[src/rtl/bsm_pkg.sv]
// Shared types and constants for the breakpoint and step matcher.
// Used by bsm_front, bsm_back and the top level.
`default_nettype none
package bsm_pkg;
  localparam int unsigned NumSlotsDef = 16;
  localparam int unsigned CmdQDepth = 2;

  localparam logic [2:0] KindAdd     = 3'd0;
  localparam logic [2:0] KindRemove  = 3'd1;
  localparam logic [2:0] KindEnable  = 3'd2;
  localparam logic [2:0] KindCond    = 3'd3;
  localparam logic [2:0] KindLog     = 3'd4;
  localparam logic [2:0] KindCheck   = 3'd5;
  localparam logic [2:0] KindResume  = 3'd6;

  localparam logic [2:0] StepCont  = 3'd0;
  localparam logic [2:0] StepInto  = 3'd1;
  localparam logic [2:0] StepOver  = 3'd2;
  localparam logic [2:0] StepOut   = 3'd3;
  localparam logic [2:0] StepPause = 3'd4;

  localparam logic [0:0] RegDebugEn = 1'd0;
  localparam logic [0:0] RegCondEv  = 1'd1;

  // classified command handed from front to back
  typedef struct packed {
    logic [2:0]  kind;
    logic        step_hit;   // step rule pauses this check
    logic [31:0] script_id;
    logic [31:0] line_number;
    logic [31:0] bp_id;
    logic        flag;
    logic [15:0] cmask;
  } cmd_t;

  typedef struct packed {
    logic        pause;
    logic        ok;
    logic [31:0] assigned_id;
    logic [15:0] log_mask;
  } res_t;
endpackage
`default_nettype wire

[src/rtl/breakpoint_and_step_matcher.sv]
// Top level of the breakpoint and step matcher: APB config, front and back.
// Depends on bsm_pkg, bsm_front, bsm_back.
`default_nettype none
// Commands pass through a two-entry queue to the back end, which handles
// one at a time. A table command's result goes from the queue entry through
// the command register and the StDone state into the result register; an
// instruction check that scans goes on through StScan, one slot per cycle
// over the table, stopping at a pausing hit. A result waits in an output
// register until popped, and the back end takes no new command while it waits.
module breakpoint_and_step_matcher #(
  parameter int unsigned NUM_SLOTS = bsm_pkg::NumSlotsDef
) (
  input  logic        clk_i,
  input  logic        rst_ni,
  input  logic        push,
  output logic        full,
  input  logic [2:0]  kind_i,
  input  logic [31:0] script_id_i,
  input  logic [31:0] line_number_i,
  input  logic [15:0] call_depth_i,
  input  logic [31:0] bp_id_i,
  input  logic        flag_i,
  input  logic [15:0] condition_pass_mask_i,
  input  logic [2:0]  action_i,
  output logic        empty,
  input  logic        pop,
  output logic        pause_o,
  output logic        ok_o,
  output logic [31:0] assigned_id_o,
  output logic [15:0] log_mask_o,
  output logic [4:0]  active_count_o,
  input  logic        psel,
  input  logic        penable,
  input  logic        pwrite,
  input  logic [2:0]  paddr,
  input  logic [31:0] pwdata,
  output logic [31:0] prdata,
  output logic        pready
);
  import bsm_pkg::*;

  logic dbg_q, cev_q, cmd_valid, cmd_take;
  cmd_t cmd;

  assign pready = 1'b1;
  always_ff @(posedge clk_i or negedge rst_ni) begin
    if (!rst_ni) begin
      dbg_q <= 1'b0;
      cev_q <= 1'b0;
    end else if (psel && penable && pwrite && paddr[1:0] == 2'b00) begin
      if (paddr[2] == RegDebugEn) dbg_q <= pwdata[0];
      else cev_q <= pwdata[0];
    end
  end
  always_comb begin
    prdata = '0;
    if (paddr[1:0] == 2'b00) prdata[0] = (paddr[2] == RegCondEv) ? cev_q : dbg_q;
  end

  bsm_front u_front (
    .clk_i, .rst_ni, .push_i(push), .full_o(full), .kind_i, .script_id_i,
    .line_number_i, .call_depth_i, .bp_id_i, .flag_i, .condition_pass_mask_i,
    .action_i, .cmd_valid_o(cmd_valid), .cmd_o(cmd), .cmd_take_i(cmd_take)
  );

  bsm_back #(.NumSlots(NUM_SLOTS)) u_back (
    .clk_i, .rst_ni, .cmd_valid_i(cmd_valid), .cmd_i(cmd), .cmd_take_o(cmd_take),
    .debug_en_i(dbg_q), .cond_ev_i(cev_q), .empty_o(empty), .pop_i(pop),
    .pause_o, .ok_o, .assigned_id_o, .log_mask_o, .active_count_o
  );
endmodule
`default_nettype wire

[src/rtl/bsm_front.sv]
// Front end: takes input transfers, applies the step rules, queues commands.
// Depends on bsm_pkg.
`default_nettype none
module bsm_front (
  input  logic           clk_i,
  input  logic           rst_ni,
  input  logic           push_i,
  output logic           full_o,
  input  logic [2:0]     kind_i,
  input  logic [31:0]    script_id_i,
  input  logic [31:0]    line_number_i,
  input  logic [15:0]    call_depth_i,
  input  logic [31:0]    bp_id_i,
  input  logic           flag_i,
  input  logic [15:0]    condition_pass_mask_i,
  input  logic [2:0]     action_i,
  output logic           cmd_valid_o,
  output bsm_pkg::cmd_t  cmd_o,
  input  logic           cmd_take_i
);
  import bsm_pkg::*;

  logic [2:0]  step_mode_q, step_mode_d;
  logic [15:0] step_depth_q, step_depth_d;
  cmd_t        q_mem [CmdQDepth];
  logic        wr_q, rd_q;
  logic [1:0]  cnt_q;
  logic        acc, step_hit;
  cmd_t        new_cmd;

  assign full_o = (cnt_q == 2'(CmdQDepth));
  assign acc = push_i && !full_o;

  always_comb begin
    step_hit = (step_mode_q == StepInto) ||
               (step_mode_q == StepOver && call_depth_i <= step_depth_q) ||
               (step_mode_q == StepOut && call_depth_i < step_depth_q);
    new_cmd.kind = kind_i;
    new_cmd.step_hit = step_hit;
    new_cmd.script_id = script_id_i;
    new_cmd.line_number = line_number_i;
    new_cmd.bp_id = bp_id_i;
    new_cmd.flag = flag_i;
    new_cmd.cmask = condition_pass_mask_i;
    step_mode_d = step_mode_q;
    step_depth_d = step_depth_q;
    if (acc && kind_i == KindResume) begin
      step_mode_d = (action_i <= StepPause) ? action_i : StepCont;
      step_depth_d = call_depth_i;
    end
  end

  // step state is applied in order since both live here
  always_ff @(posedge clk_i or negedge rst_ni) begin
    if (!rst_ni) begin
      step_mode_q <= StepCont;
      step_depth_q <= '0;
      wr_q <= 1'b0;
      rd_q <= 1'b0;
      cnt_q <= '0;
    end else begin
      step_mode_q <= step_mode_d;
      step_depth_q <= step_depth_d;
      if (acc) wr_q <= ~wr_q;
      if (cmd_take_i) rd_q <= ~rd_q;
      cnt_q <= cnt_q + 2'(acc) - 2'(cmd_take_i);
    end
  end

  always_ff @(posedge clk_i) begin
    if (acc) q_mem[wr_q] <= new_cmd;
  end

  assign cmd_valid_o = (cnt_q != '0);
  assign cmd_o = q_mem[rd_q];

  a_take_valid: assert property (@(posedge clk_i) disable iff (!rst_ni)
    cmd_take_i |-> cmd_valid_o) else $error("take from empty queue");
  a_cnt: assert property (@(posedge clk_i) disable iff (!rst_ni)
    cnt_q <= 2'(CmdQDepth)) else $error("queue overflow");
  a_resume: assert property (@(posedge clk_i) disable iff (!rst_ni)
    (acc && kind_i == KindResume) |=> step_depth_q == $past(call_depth_i))
    else $error("step depth not recorded");
endmodule
`default_nettype wire

[src/rtl/bsm_back.sv]
// Back end: slot table, command execution and slot scan, result register.
// Depends on bsm_pkg.
`default_nettype none
module bsm_back #(
  parameter int unsigned NumSlots = bsm_pkg::NumSlotsDef
) (
  input  logic           clk_i,
  input  logic           rst_ni,
  input  logic           cmd_valid_i,
  input  bsm_pkg::cmd_t  cmd_i,
  output logic           cmd_take_o,
  input  logic           debug_en_i,
  input  logic           cond_ev_i,
  output logic           empty_o,
  input  logic           pop_i,
  output logic           pause_o,
  output logic           ok_o,
  output logic [31:0]    assigned_id_o,
  output logic [15:0]    log_mask_o,
  output logic [4:0]     active_count_o
);
  import bsm_pkg::*;

  localparam int unsigned SW = (NumSlots > 1) ? $clog2(NumSlots) : 1;
  localparam int unsigned CW = $clog2(NumSlots + 1);

  localparam logic [1:0] StIdle = 2'd0;
  localparam logic [1:0] StScan = 2'd1;
  localparam logic [1:0] StDone = 2'd2;

  logic [NumSlots-1:0] valid_q, en_q, cond_q, logp_q, msg_q;
  logic [31:0] ident_q [NumSlots];
  logic [31:0] script_q [NumSlots];
  logic [31:0] line_q [NumSlots];
  logic [31:0] hits_q [NumSlots];
  logic [31:0] next_id_q;
  logic [CW-1:0] count_q;
  logic [1:0]  st_q;
  logic [SW-1:0] idx_q;
  cmd_t        cur_q;
  res_t        res_q;
  logic        res_full_q;

  logic [SW-1:0] free_idx, id_idx;
  logic          free_any, id_any;

  always_comb begin
    free_idx = '0; free_any = 1'b0;
    id_idx = '0; id_any = 1'b0;
    for (int s = NumSlots - 1; s >= 0; s--) begin
      if (!valid_q[s]) begin free_idx = SW'(s); free_any = 1'b1; end
      if (valid_q[s] && ident_q[s] == cur_q.bp_id) begin
        id_idx = SW'(s); id_any = 1'b1;
      end
    end
  end

  logic start, last, match, pass, is_log, scan_go;
  res_t done_res;
  assign start = (st_q == StIdle) && cmd_valid_i && !res_full_q;
  assign cmd_take_o = start;
  assign last = (32'(idx_q) == NumSlots - 1);
  assign match = valid_q[idx_q] && en_q[idx_q] && script_q[idx_q] == cur_q.script_id &&
                 line_q[idx_q] == cur_q.line_number;
  assign pass = !(cond_q[idx_q] && cond_ev_i) ||
                (32'(idx_q) < 16 && cur_q.cmask[4'(idx_q)]);
  assign is_log = logp_q[idx_q];
  assign scan_go = (cur_q.kind == KindCheck) && debug_en_i && !cur_q.step_hit;

  // result of a command that needs no scan, and the starting result of a scan
  always_comb begin
    done_res = '0;
    priority case (cur_q.kind)
      KindAdd: begin
        done_res.ok = free_any;
        done_res.assigned_id = free_any ? next_id_q : 32'd0;
      end
      KindRemove, KindEnable, KindCond, KindLog: done_res.ok = id_any;
      KindCheck: done_res.pause = debug_en_i && cur_q.step_hit;
      KindResume: done_res.ok = 1'b1;
      default: ;
    endcase
  end

  always_ff @(posedge clk_i or negedge rst_ni) begin
    if (!rst_ni) begin
      valid_q <= '0;
      next_id_q <= 32'd1;
      count_q <= '0;
      st_q <= StIdle;
      res_full_q <= 1'b0;
      idx_q <= '0;
    end else begin
      unique case (st_q)
        StIdle: begin
          // a result only waits while idle
          if (pop_i && res_full_q) res_full_q <= 1'b0;
          if (start) st_q <= StDone;
        end
        StDone: begin
          st_q <= scan_go ? StScan : StIdle;
          res_full_q <= !scan_go;
          idx_q <= '0;
          priority case (cur_q.kind)
            KindAdd: if (free_any) begin
              valid_q[free_idx] <= 1'b1;
              next_id_q <= next_id_q + 32'd1;
              count_q <= count_q + CW'(1);
            end
            KindRemove: if (id_any) begin
              valid_q[id_idx] <= 1'b0;
              count_q <= count_q - CW'(1);
            end
            default: ;
          endcase
        end
        StScan: begin
          if ((match && pass && !is_log) || last) begin
            st_q <= StIdle;
            res_full_q <= 1'b1;
          end
          idx_q <= idx_q + SW'(1);
        end
        default: st_q <= StIdle;
      endcase
    end
  end

  always_ff @(posedge clk_i) begin
    if (start) cur_q <= cmd_i;
    if (st_q == StDone) begin
      res_q <= done_res;
      priority case (cur_q.kind)
        KindAdd: if (free_any) begin
          ident_q[free_idx] <= next_id_q;
          script_q[free_idx] <= cur_q.script_id;
          line_q[free_idx] <= cur_q.line_number;
          en_q[free_idx] <= 1'b1;
          cond_q[free_idx] <= 1'b0;
          logp_q[free_idx] <= 1'b0;
          msg_q[free_idx] <= 1'b0;
          hits_q[free_idx] <= '0;
        end
        KindEnable: if (id_any) en_q[id_idx] <= cur_q.flag;
        KindCond: if (id_any) cond_q[id_idx] <= cur_q.flag;
        KindLog: if (id_any) begin
          logp_q[id_idx] <= 1'b1;
          msg_q[id_idx] <= cur_q.flag;
        end
        default: ;
      endcase
    end
    if (st_q == StScan && match) begin
      if (hits_q[idx_q] != '1) hits_q[idx_q] <= hits_q[idx_q] + 32'd1;
      if (pass) begin
        if (!is_log) res_q.pause <= 1'b1;
        else if (msg_q[idx_q] && 32'(idx_q) < 16) res_q.log_mask[4'(idx_q)] <= 1'b1;
      end
    end
  end

  assign empty_o = !res_full_q;
  assign pause_o = res_q.pause;
  assign ok_o = res_q.ok;
  assign assigned_id_o = res_q.assigned_id;
  assign log_mask_o = res_q.log_mask;
  assign active_count_o = (32'(count_q) > 31) ? 5'd31 : 5'(count_q);

  a_no_take_busy: assert property (@(posedge clk_i) disable iff (!rst_ni)
    cmd_take_o |-> (st_q == StIdle && !res_full_q)) else $error("take while busy");
  a_count: assert property (@(posedge clk_i) disable iff (!rst_ni)
    32'($countones(valid_q)) == 32'(count_q)) else $error("count mismatch");
  a_scan_clean: assert property (@(posedge clk_i) disable iff (!rst_ni)
    (st_q == StScan) |-> !res_full_q) else $error("result during scan");
endmodule
`default_nettype wire

[config.mk]
export PLATFORM = sky130hd
export DESIGN_NAME = breakpoint_and_step_matcher
export DESIGN_NICKNAME = d
export VERILOG_FILES = /design/src/rtl/bsm_pkg.sv /design/src/rtl/breakpoint_and_step_matcher.sv /design/src/rtl/bsm_front.sv /design/src/rtl/bsm_back.sv
export SDC_FILE = /design/constraint.sdc
export NUM_CORES = 2
export LEC_CHECK = 0
export ABC_AREA = 1
export BUFFER_PORTS_ARGS = -buffer_cell sky130_fd_sc_hd__buf_2
export CORE_MARGIN = 8
export CORE_UTILIZATION = 35
export CTS_BUF_LIST = sky130_fd_sc_hd__clkbuf_4 sky130_fd_sc_hd__clkbuf_8 sky130_fd_sc_hd__clkbuf_16
export DETAILED_ROUTE_END_ITERATION = 16
export PLACE_DENSITY_LB_ADDON = 0.1
export REMOVE_ABC_BUFFERS = 1
export SLEW_MARGIN = 0
export SYNTH_ARGS = -nofsm -noshare
export SYNTH_HDL_FRONTEND = slang
export SYNTH_SLANG_ARGS = --single-unit
[constraint.sdc]
create_clock -name clk_i -period 20.7 [get_ports clk_i]
set_clock_uncertainty 0.05 [all_clocks]
set_input_delay 1.035 -clock clk_i [delete_from_list [all_inputs] [get_ports clk_i]]
set_output_delay 1.035 -clock clk_i [all_outputs]
set_load 0.02 [all_outputs]
Word-level counts from Yosys, hierarchy flattened
Memory sizes are Yosys's and may differ from the RTL's. A register that Yosys moved wholly into a read port is not among the register bits.
Index checks and enable logic that the tools add are counted.
{"block": "totals", "regBits": 199, "ram_bits": 1770, "output_inout_bits": 90, "elab_cells": 295, "memories": 4}
{"block": "op_classes", "add_sub_neg": 6, "magnitude_cmp": 9, "eq_ne": 40, "muxes": 132, "bitwise": 13, "reduce_logical": 70}
{"memory": "u_back.ident_q", "words": 16, "word_bits": 32, "read_ports": 16, "rd_ports_with_merged_regs": 0, "write_ports": 1, "line": "bsm_back.sv:32", "rtl": "logic [31:0] ident_q [NumSlots];"}
{"memory": "u_back.line_q", "words": 16, "word_bits": 32, "read_ports": 1, "rd_ports_with_merged_regs": 0, "write_ports": 1, "line": "bsm_back.sv:34", "rtl": "logic [31:0] line_q [NumSlots];"}
{"memory": "u_back.script_q", "words": 16, "word_bits": 32, "read_ports": 1, "rd_ports_with_merged_regs": 0, "write_ports": 1, "line": "bsm_back.sv:33", "rtl": "logic [31:0] script_q [NumSlots];"}
{"memory": "u_front.q_mem", "words": 2, "word_bits": 117, "read_ports": 1, "rd_ports_with_merged_regs": 1, "write_ports": 1, "line": "bsm_front.sv:25", "rtl": "cmd_t q_mem [CmdQDepth];"}
{"op": "32-bit == test", "n": 18}
{"op": "16-bit two-way mux", "n": 14}
{"op": "16-bit one-hot mux with 2 select lines", "n": 5}
{"op": "4-bit two-way mux", "n": 32}
{"op": "16-bit AND", "n": 4}
{"op": "32-bit two-way mux", "n": 2}
{"op": "16-bit bitwise OR", "n": 4}
{"op": "1-bit two-way mux", "n": 56}
{"op": "50-bit two-way mux", "n": 1}
{"op": "16-bit bitwise mux", "n": 3}
{"op": "1-bit logical AND", "n": 39}
{"op": "32-bit by 1-bit adder with 32-bit output (second input constant)", "n": 1}
{"op": "16-bit inverter", "n": 2}
{"op": "1-bit binary-select mux with 4-bit select", "n": 6}
{"op": "16-bit <= comparator", "n": 1}
{"op": "16-bit less-than comparator", "n": 1}
{"op": "4-bit AND reduction", "n": 4}
{"op": "4-bit by 5-bit less-than comparator with 1-bit output (second input constant)", "n": 3}
{"op": "1-bit demux with 4-bit select", "n": 3}
{"op": "3-bit by 2-bit == test with 1-bit output (second input constant)", "n": 4}
{"op": "3-bit == test (second input constant)", "n": 4}
{"op": "4-bit by 1-bit greater-or-equal comparator with 1-bit output (second input constant)", "n": 3}
{"op": "2-bit by 1-bit != test with 1-bit output (second input constant)", "n": 6}
{"op": "2-bit nonzero test", "n": 6}
{"op": "27 further kinds", "n": 48}

Logic depth before layout (Yosys ltp)
An unclocked memory read counts as a cell.
{"block": "depth", "word_depth": 27, "mapped_depth": 30, "depth_no_buf": 29}

Modules after synthesis
From an unflattened synthesis, not the netlist that was laid out.
{"block": "hier_totals", "cells_unflattened": 8183, "hier_area_um2": 92799.0}
{"mod": "bsm_back", "n_inst": 1, "cells_per_inst": 7606, "area_per_inst_um2": 82535.4, "seq_area_each_um2": 54393.4}
{"mod": "bsm_front", "n_inst": 1, "cells_per_inst": 525, "area_per_inst_um2": 9879.5, "seq_area_each_um2": 7602.3}
{"mod": "breakpoint_and_step_matcher", "n_inst": 1, "cells_per_inst": 52, "area_per_inst_um2": 384.1, "seq_area_each_um2": 50.0}

Least setup slack after synthesis
No wires, ideal clock.
{"block": "synth_path", "path_kind": "register to register", "startpoint": "register u_back.st_q[0]", "endpoint": "register u_front.cnt_q[1]", "t_arrival_ps": 7908, "t_required_ps": 20571, "slack_ps": 12663, "path_stages_with_launch": 10, "path_buffers": 0, "cell_sequence": "dfrtp_1 > inv_1 > ha_1 > nand2_1 > a21oi_1 > ha_1 > inv_1 > ha_1 > xnor2_1 > xor2_1"}
{"block": "synth_via", "elab_chain_len": 4}
{"item": "start: declaration", "line": "bsm_back.sv:38", "rtl": "logic [1:0] st_q;"}
{"item": "start signal: assignment", "line": "bsm_back.sv:90", "rtl": "st_q <= StIdle;"}
{"item": "start signal: assignment", "line": "bsm_back.sv:98", "rtl": "if (start) st_q <= StDone;"}
{"item": "start signal: assignment", "line": "bsm_back.sv:101", "rtl": "st_q <= scan_go ? StScan : StIdle;"}
{"item": "2-bit logical NOT", "line": "bsm_back.sv:60", "rtl": "assign start = (st_q == StIdle) && cmd_valid_i && !res_full_q;"}
{"item": "1-bit logical AND (2 in a row)", "line": "bsm_back.sv:60"}
{"item": "net cmd_take", "line": "breakpoint_and_step_matcher.sv:42", "rtl": "logic dbg_q, cev_q, cmd_valid, cmd_take;"}
{"item": "2-bit by 1-bit subtractor with 2-bit output", "line": "bsm_front.sv:66", "rtl": "cnt_q <= cnt_q + 2'(acc) - 2'(cmd_take_i);"}
{"item": "end signal: assignment", "line": "bsm_front.sv:66"}
{"item": "end: declaration", "line": "bsm_front.sv:27", "rtl": "logic [1:0] cnt_q;"}
The timed path passes the listed nets, and every way through them passes these cells.
A chain may end at the register's enable or synchronous reset.

Final worst setup path
{"block": "layout_path", "startpoint": "register u_back.idx_q[0]", "endpoint": "register u_back.res_q (netlist bit u_back.log_mask_o[13])"}
{"block": "layout_via", "elab_chain_len": 9, "elab_cells_between_ends": 33, "classes_between": "2 x order compare; 2 x eq/ne; 18 x mux; 1 x bitwise; 8 x reduce/logical; 2 x memory"}
{"item": "start: declaration", "line": "bsm_back.sv:39", "rtl": "logic [SW-1:0] idx_q;"}
{"item": "start signal: assignment", "line": "bsm_back.sv:122", "rtl": "idx_q <= idx_q + SW'(1);"}
{"item": "4-bit by 5-bit less-than comparator with 1-bit output (not written as such) / 4-bit by 1-bit greater-or-equal comparator with 1-bit output (equally long branches)", "line": "bsm_back.sv:157", "rtl": "else if (msg_q[idx_q] && 32'(idx_q) < 16) res_q.log_mask[4'(idx_q)] <= 1'b1;"}
{"item": "1-bit logical AND (not written as such)", "line": "bsm_back.sv:157"}
{"item": "1-bit two-way mux (not written as such)", "line": "bsm_back.sv:157"}
{"item": "1-bit demux with 4-bit select"}
{"item": "16-bit bitwise OR (no line)"}
{"item": "16-bit two-way mux", "line": "bsm_back.sv:157"}
{"item": "16-bit two-way mux", "line": "bsm_back.sv:156", "rtl": "if (!is_log) res_q.pause <= 1'b1;"}
{"item": "16-bit two-way mux", "line": "bsm_back.sv:155", "rtl": "if (pass) begin"}
{"item": "16-bit two-way mux *", "line": "bsm_back.sv:153", "rtl": "if (st_q == StScan && match) begin"}
{"item": "end signal: assignment", "line": "bsm_back.sv:132", "rtl": "res_q <= done_res;"}
{"item": "end: declaration", "line": "bsm_back.sv:41", "rtl": "res_t res_q;"}
Every way passes the cells marked *; elsewhere a longest branch is shown, timed or not. The select of a mux whose other input is x is not followed.

==> tab_implementation.tex <==
\begin{tabular}{lr}
\hline
Metric & Value \\
\hline
\multicolumn{2}{l}{\textbf{Logic synthesis}} \\
Gate Count Post-Synth & 8404 \\
Count of state elements after synthesis & 2086 \\
Most common cell in the netlist & sky130\_fd\_sc\_hd\_\_edfxtp\_1 \\
Mapped Avg Cell Area & 11.01 um\^{}2 \\
Seq/Total Area, Yosys & 0.6708 \\
Library cell with the largest summed area after synthesis & sky130\_fd\_sc\_hd\_\_edfxtp\_1 \\
Number of warnings reported in the yosys synthesis log & 0 \\
Area fraction of the dominant cell type after synthesis & 0.6441 \\
Netlist Area Pre-Place & 92490 um\^{}2 \\
Count of unique library cells instantiated by Yosys & 71 \\
Number of enable-type register cells in the synthesized netlist & 1984 \\
Synth async-reset ratio & 0.04075 \\
Most instantiated flip-flop cell in the synthesis netlist & sky130\_fd\_sc\_hd\_\_edfxtp\_1 \\
Largest cells by area after synthesis & sky130\_fd\_sc\_hd\_\_edfxtp\_1, sky130\_fd\_sc\_hd\_\_nand2\_1, sky130\_fd\_sc\_hd\_\_nor2\_1 \\
Ranking of synthesized cells by instance count & sky130\_fd\_sc\_hd\_\_edfxtp\_1, sky130\_fd\_sc\_hd\_\_nand2\_1, sky130\_fd\_sc\_hd\_\_nor2\_1 \\
\multicolumn{2}{l}{\textbf{Timing}} \\
Hold violation total from the final report & 0 \\
Post-route worst setup slack & 14.34 ns \\
Final-layout setup total negative slack & 0 ns \\
Max Fclk & 0.1573 GHz \\
Final period utilization & 0.3071 \\
Endpoints failing setup & 0 \\
Post-Route Hold Slack & 0.2538 ns \\
Slew of the pin with the lowest slew margin & 1.310 ns \\
Number of pins with negative max-slew slack in the final report & 0 \\
RSZ-0062 raised after global routing & false \\
Post-route minimum period & 6.358 ns \\
Remaining max-slew budget at the tightest pin & 0.1269 \\
\multicolumn{2}{l}{\textbf{Die}} \\
Die W & 530.1 um \\
Area of the die & 281000 um\^{}2 \\
Standard-cell rows & 188 \\
Core area & 262500 um\^{}2 \\
Number of placed I/O pins & 267 \\
Initial standard-cell utilization of the core & 0.3523 \\
Die Y & 530.1 um \\
\multicolumn{2}{l}{\textbf{Place}} \\
Setup WS pre-CTS & 14.35 ns \\
Routability-driven placement congestion ratio & 0.9354 \\
Half-perimeter wire length after detailed placement & 199.0 mm \\
IO buf count & 203 \\
\multicolumn{2}{l}{\textbf{Detailed routing}} \\
Remaining DRCs & 0 \\
Number of detailed-route iterations in the first pass & 8 \\
Starting DRC count in detailed routing & 6374 \\
Routed length per placed instance & 27.23 um \\
Total routed wirelength & 336.1 mm \\
Via density per instance & 5.347 \\
Total vias in the final route & 66003 \\
Post-route ant nets & 0 \\
\multicolumn{2}{l}{\textbf{Clocking}} \\
Number of H-tree branching levels & 4 \\
Root cell of the clock tree & sky130\_fd\_sc\_hd\_\_clkbuf\_16 \\
Clock buffer depth & 4 \\
CTS tree & yes \\
Clk Latency, worst-skew pair & 0.92 ns \\
Clock slew at reported path FFs & 0.06 ns \\
Cts bufs inserted & 240 \\
Number of clock sinks & 2086 \\
\multicolumn{2}{l}{\textbf{Cells and area}} \\
Final core utilization & 0.4011 \\
Number of nets in the finished design & 8835 \\
Fraction of layout instances using a drive strength above 1 & 0.1101 \\
Syn-to-layout area delta & 13.84\% \\
\multicolumn{2}{l}{\textbf{Setup path}} \\
Worst endpoint data arrival time & 7.13 ns \\
Crit start category & flop \\
Crit path required time & 21.47 ns \\
Endpoint kind of the worst setup timing path & flop \\
Critical path peak fanout & 151 \\
Worst setup path category & reg2reg \\
\multicolumn{2}{l}{\textbf{Power}} \\
Static leakage & 38.16 nW \\
Total power divided by cell area & 129.1 nW/um\^{}2 \\
Maximum vdd drop & 111.5 uV \\
\multicolumn{2}{l}{\textbf{Global route}} \\
Initial antenna violation count & 18 \\
Largest net degree at the start of global routing & 152 \\
Vias in the first global route & 64371 \\
Wire length of the first global-routing pass & 474.0 mm \\
GRT Residual Overflow & 0 \\
Global-route total usage across every layer & 0.2317 \\
\multicolumn{2}{l}{\textbf{Outcome}} \\
Run status & completed \\
\multicolumn{2}{l}{\textbf{Min path}} \\
Hold/Removal Path Class & in2reg \\
\multicolumn{2}{l}{\textbf{Flow run}} \\
Max\_cap viols & 0 \\
\hline
\end{tabular}
==> state kept, by name (all words and copies together), names as in the netlist, 32 cells and up <==
name / cells
u_back.line_q: 512
u_front.q_mem: 234
u_back.next_id_q: 32
u_back.cur_q: 117
u_back.ident_q: 512
u_back.script_q: 512
u_back.assigned_id_o: 32
==> cell families after synthesis <==
logic type,count (synthesis),share of synthesized area
AO/OA/AOI/OAI,1240,0.07518
XOR/XNOR,260,0.02462
adder cells (fa/ha/maj),31,0.004275
buffers and inverters,995,0.04618
flip-flops,2086,0.6708
other,2,0.00008119
AND/OR/NAND/NOR,3790,0.1789
==> worst paths after layout <==
check                                                  start                                    to  slack [ns]  cells after the start
max in group asynchronous                             rst_ni      u_back.next_id_q[10]$_DFFE_PN0P_       18.75                      3
worst max register to register   u_back.idx_q[0]$_DFFE_PN0P_         u_back.log_mask_o[13]$_DFF_P_       14.34                     18
worst max-delay path             u_back.idx_q[0]$_DFFE_PN0P_         u_back.log_mask_o[13]$_DFF_P_       14.34                     18
worst min register to register  u_back.log_mask_o[0]$_DFF_P_          u_back.log_mask_o[0]$_DFF_P_        0.41                      2
worst min-delay path                             bp_id_i[24]        u_front.q_mem[1][41]$_DFFE_PP_        0.25                      1
min in group asynchronous                             rst_ni  u_back.active_count_o[0]$_DFFE_PN0P_        0.65                      2
==> power breakdown <==
part / internal, mW / leakage [nW] / total, mW / switching [mW]
clock network: 2.52 / 3.93 / 4.26 / 1.74
registers: 5.44 / 18.8 / 5.91 / 0.464
logic: 0.818 / 15.5 / 3.43 / 2.61
==> timing repair <==
action,CTS,global route
setup buffers,0,0
hold endpoints to repair,11,0
hold buffers,1,0
gates resized for setup,0,0
==> routing by layer <==
layer  global-route usage  part of all wire
met4              0.08328             0.041
met5                    0          0.000021
met3              0.03128             0.060
met2               0.3831              0.47
met1               0.3133              0.43
==> worst max-delay path, stage by stage (launching register included) <==
cell                      delay, ns
sky130_fd_sc_hd__dfrtp_4       0.66
sky130_fd_sc_hd__inv_8         0.72
sky130_fd_sc_hd__buf_12        0.47
sky130_fd_sc_hd__buf_4         0.66
sky130_fd_sc_hd__o21ai_0       0.17
sky130_fd_sc_hd__o22ai_1       0.16
sky130_fd_sc_hd__nand2_1       0.08
sky130_fd_sc_hd__nand2_1       0.08
sky130_fd_sc_hd__nor2_1        0.05
sky130_fd_sc_hd__nand2_1       0.12
sky130_fd_sc_hd__nand2_1       0.07
sky130_fd_sc_hd__nor2_1        0.10
sky130_fd_sc_hd__nand3_1       0.20
sky130_fd_sc_hd__nor4_1        0.59
sky130_fd_sc_hd__nand2_1       0.33
sky130_fd_sc_hd__nor2_2        0.51
sky130_fd_sc_hd__nand4_4       0.40
sky130_fd_sc_hd__or2_1         0.37
sky130_fd_sc_hd__o21ai_1       0.13
==> placed cells by master, fill, tap and decap left out, types with 12 or more instances in the layout <==
master                      count
sky130_fd_sc_hd__a21oi_1      172
sky130_fd_sc_hd__and2_1        26
sky130_fd_sc_hd__buf_2        202
sky130_fd_sc_hd__buf_4        133
sky130_fd_sc_hd__bufinv_16     21
sky130_fd_sc_hd__clkbuf_16    243
sky130_fd_sc_hd__clkbuf_4      58
sky130_fd_sc_hd__clkbuf_8      12
sky130_fd_sc_hd__clkinv_1      50
sky130_fd_sc_hd__clkinv_2      39
sky130_fd_sc_hd__conb_1        32
sky130_fd_sc_hd__dfrtp_1       53
sky130_fd_sc_hd__dfrtp_2       28
sky130_fd_sc_hd__dfxtp_1       17
sky130_fd_sc_hd__edfxtp_1    1984
sky130_fd_sc_hd__ha_1          29
sky130_fd_sc_hd__inv_1        569
sky130_fd_sc_hd__inv_2         26
sky130_fd_sc_hd__nand2_1     1560
sky130_fd_sc_hd__nand3_1      356
sky130_fd_sc_hd__nand3b_1      32
sky130_fd_sc_hd__nand4_1      238
sky130_fd_sc_hd__nor2_1      1116
sky130_fd_sc_hd__nor2_4        25
sky130_fd_sc_hd__nor3_1       114
sky130_fd_sc_hd__nor3b_1       20
sky130_fd_sc_hd__nor4_1       136
sky130_fd_sc_hd__nor4b_1       14
sky130_fd_sc_hd__o2111ai_1     24
sky130_fd_sc_hd__o21ai_0      628
sky130_fd_sc_hd__o21ai_1       60
sky130_fd_sc_hd__o22ai_1      278
sky130_fd_sc_hd__o31ai_1       15
sky130_fd_sc_hd__or2_2        110
sky130_fd_sc_hd__xnor2_1      152
sky130_fd_sc_hd__xor2_1       108
==> per-stage QoR <==
| step | instances | cell area (um^2) | power, mW |
|---|---|---|---|
| floorplan | 8040 | 90590 | 7.703 |
| global placement | 11899 | 97440 | 9.398 |
| detailed placement | 11899 | 97440 | 9.413 |
| CTS | 12335 | 105300 | 13.69 |
| global route | 12337 | 105300 | 14.15 |
| finish | 12343 | 105300 | 13.60 |
==> layout make-up <==
class / instances / area (um^2)
Antenna cell: 8 / 20.02
Clock buffer: 313 / 6681
Clock inverter: 122 / 1151
Fill cell: 25421 / 157200
Inverter: 601 / 2281
Multi-Input combinational cell: 5353 / 26480
Sequential cell: 2086 / 62090
Tap cell: 3515 / 4398
Timing Repair Buffer: 345 / 2200
Note: power is estimated with default switching activity, not from simulation.
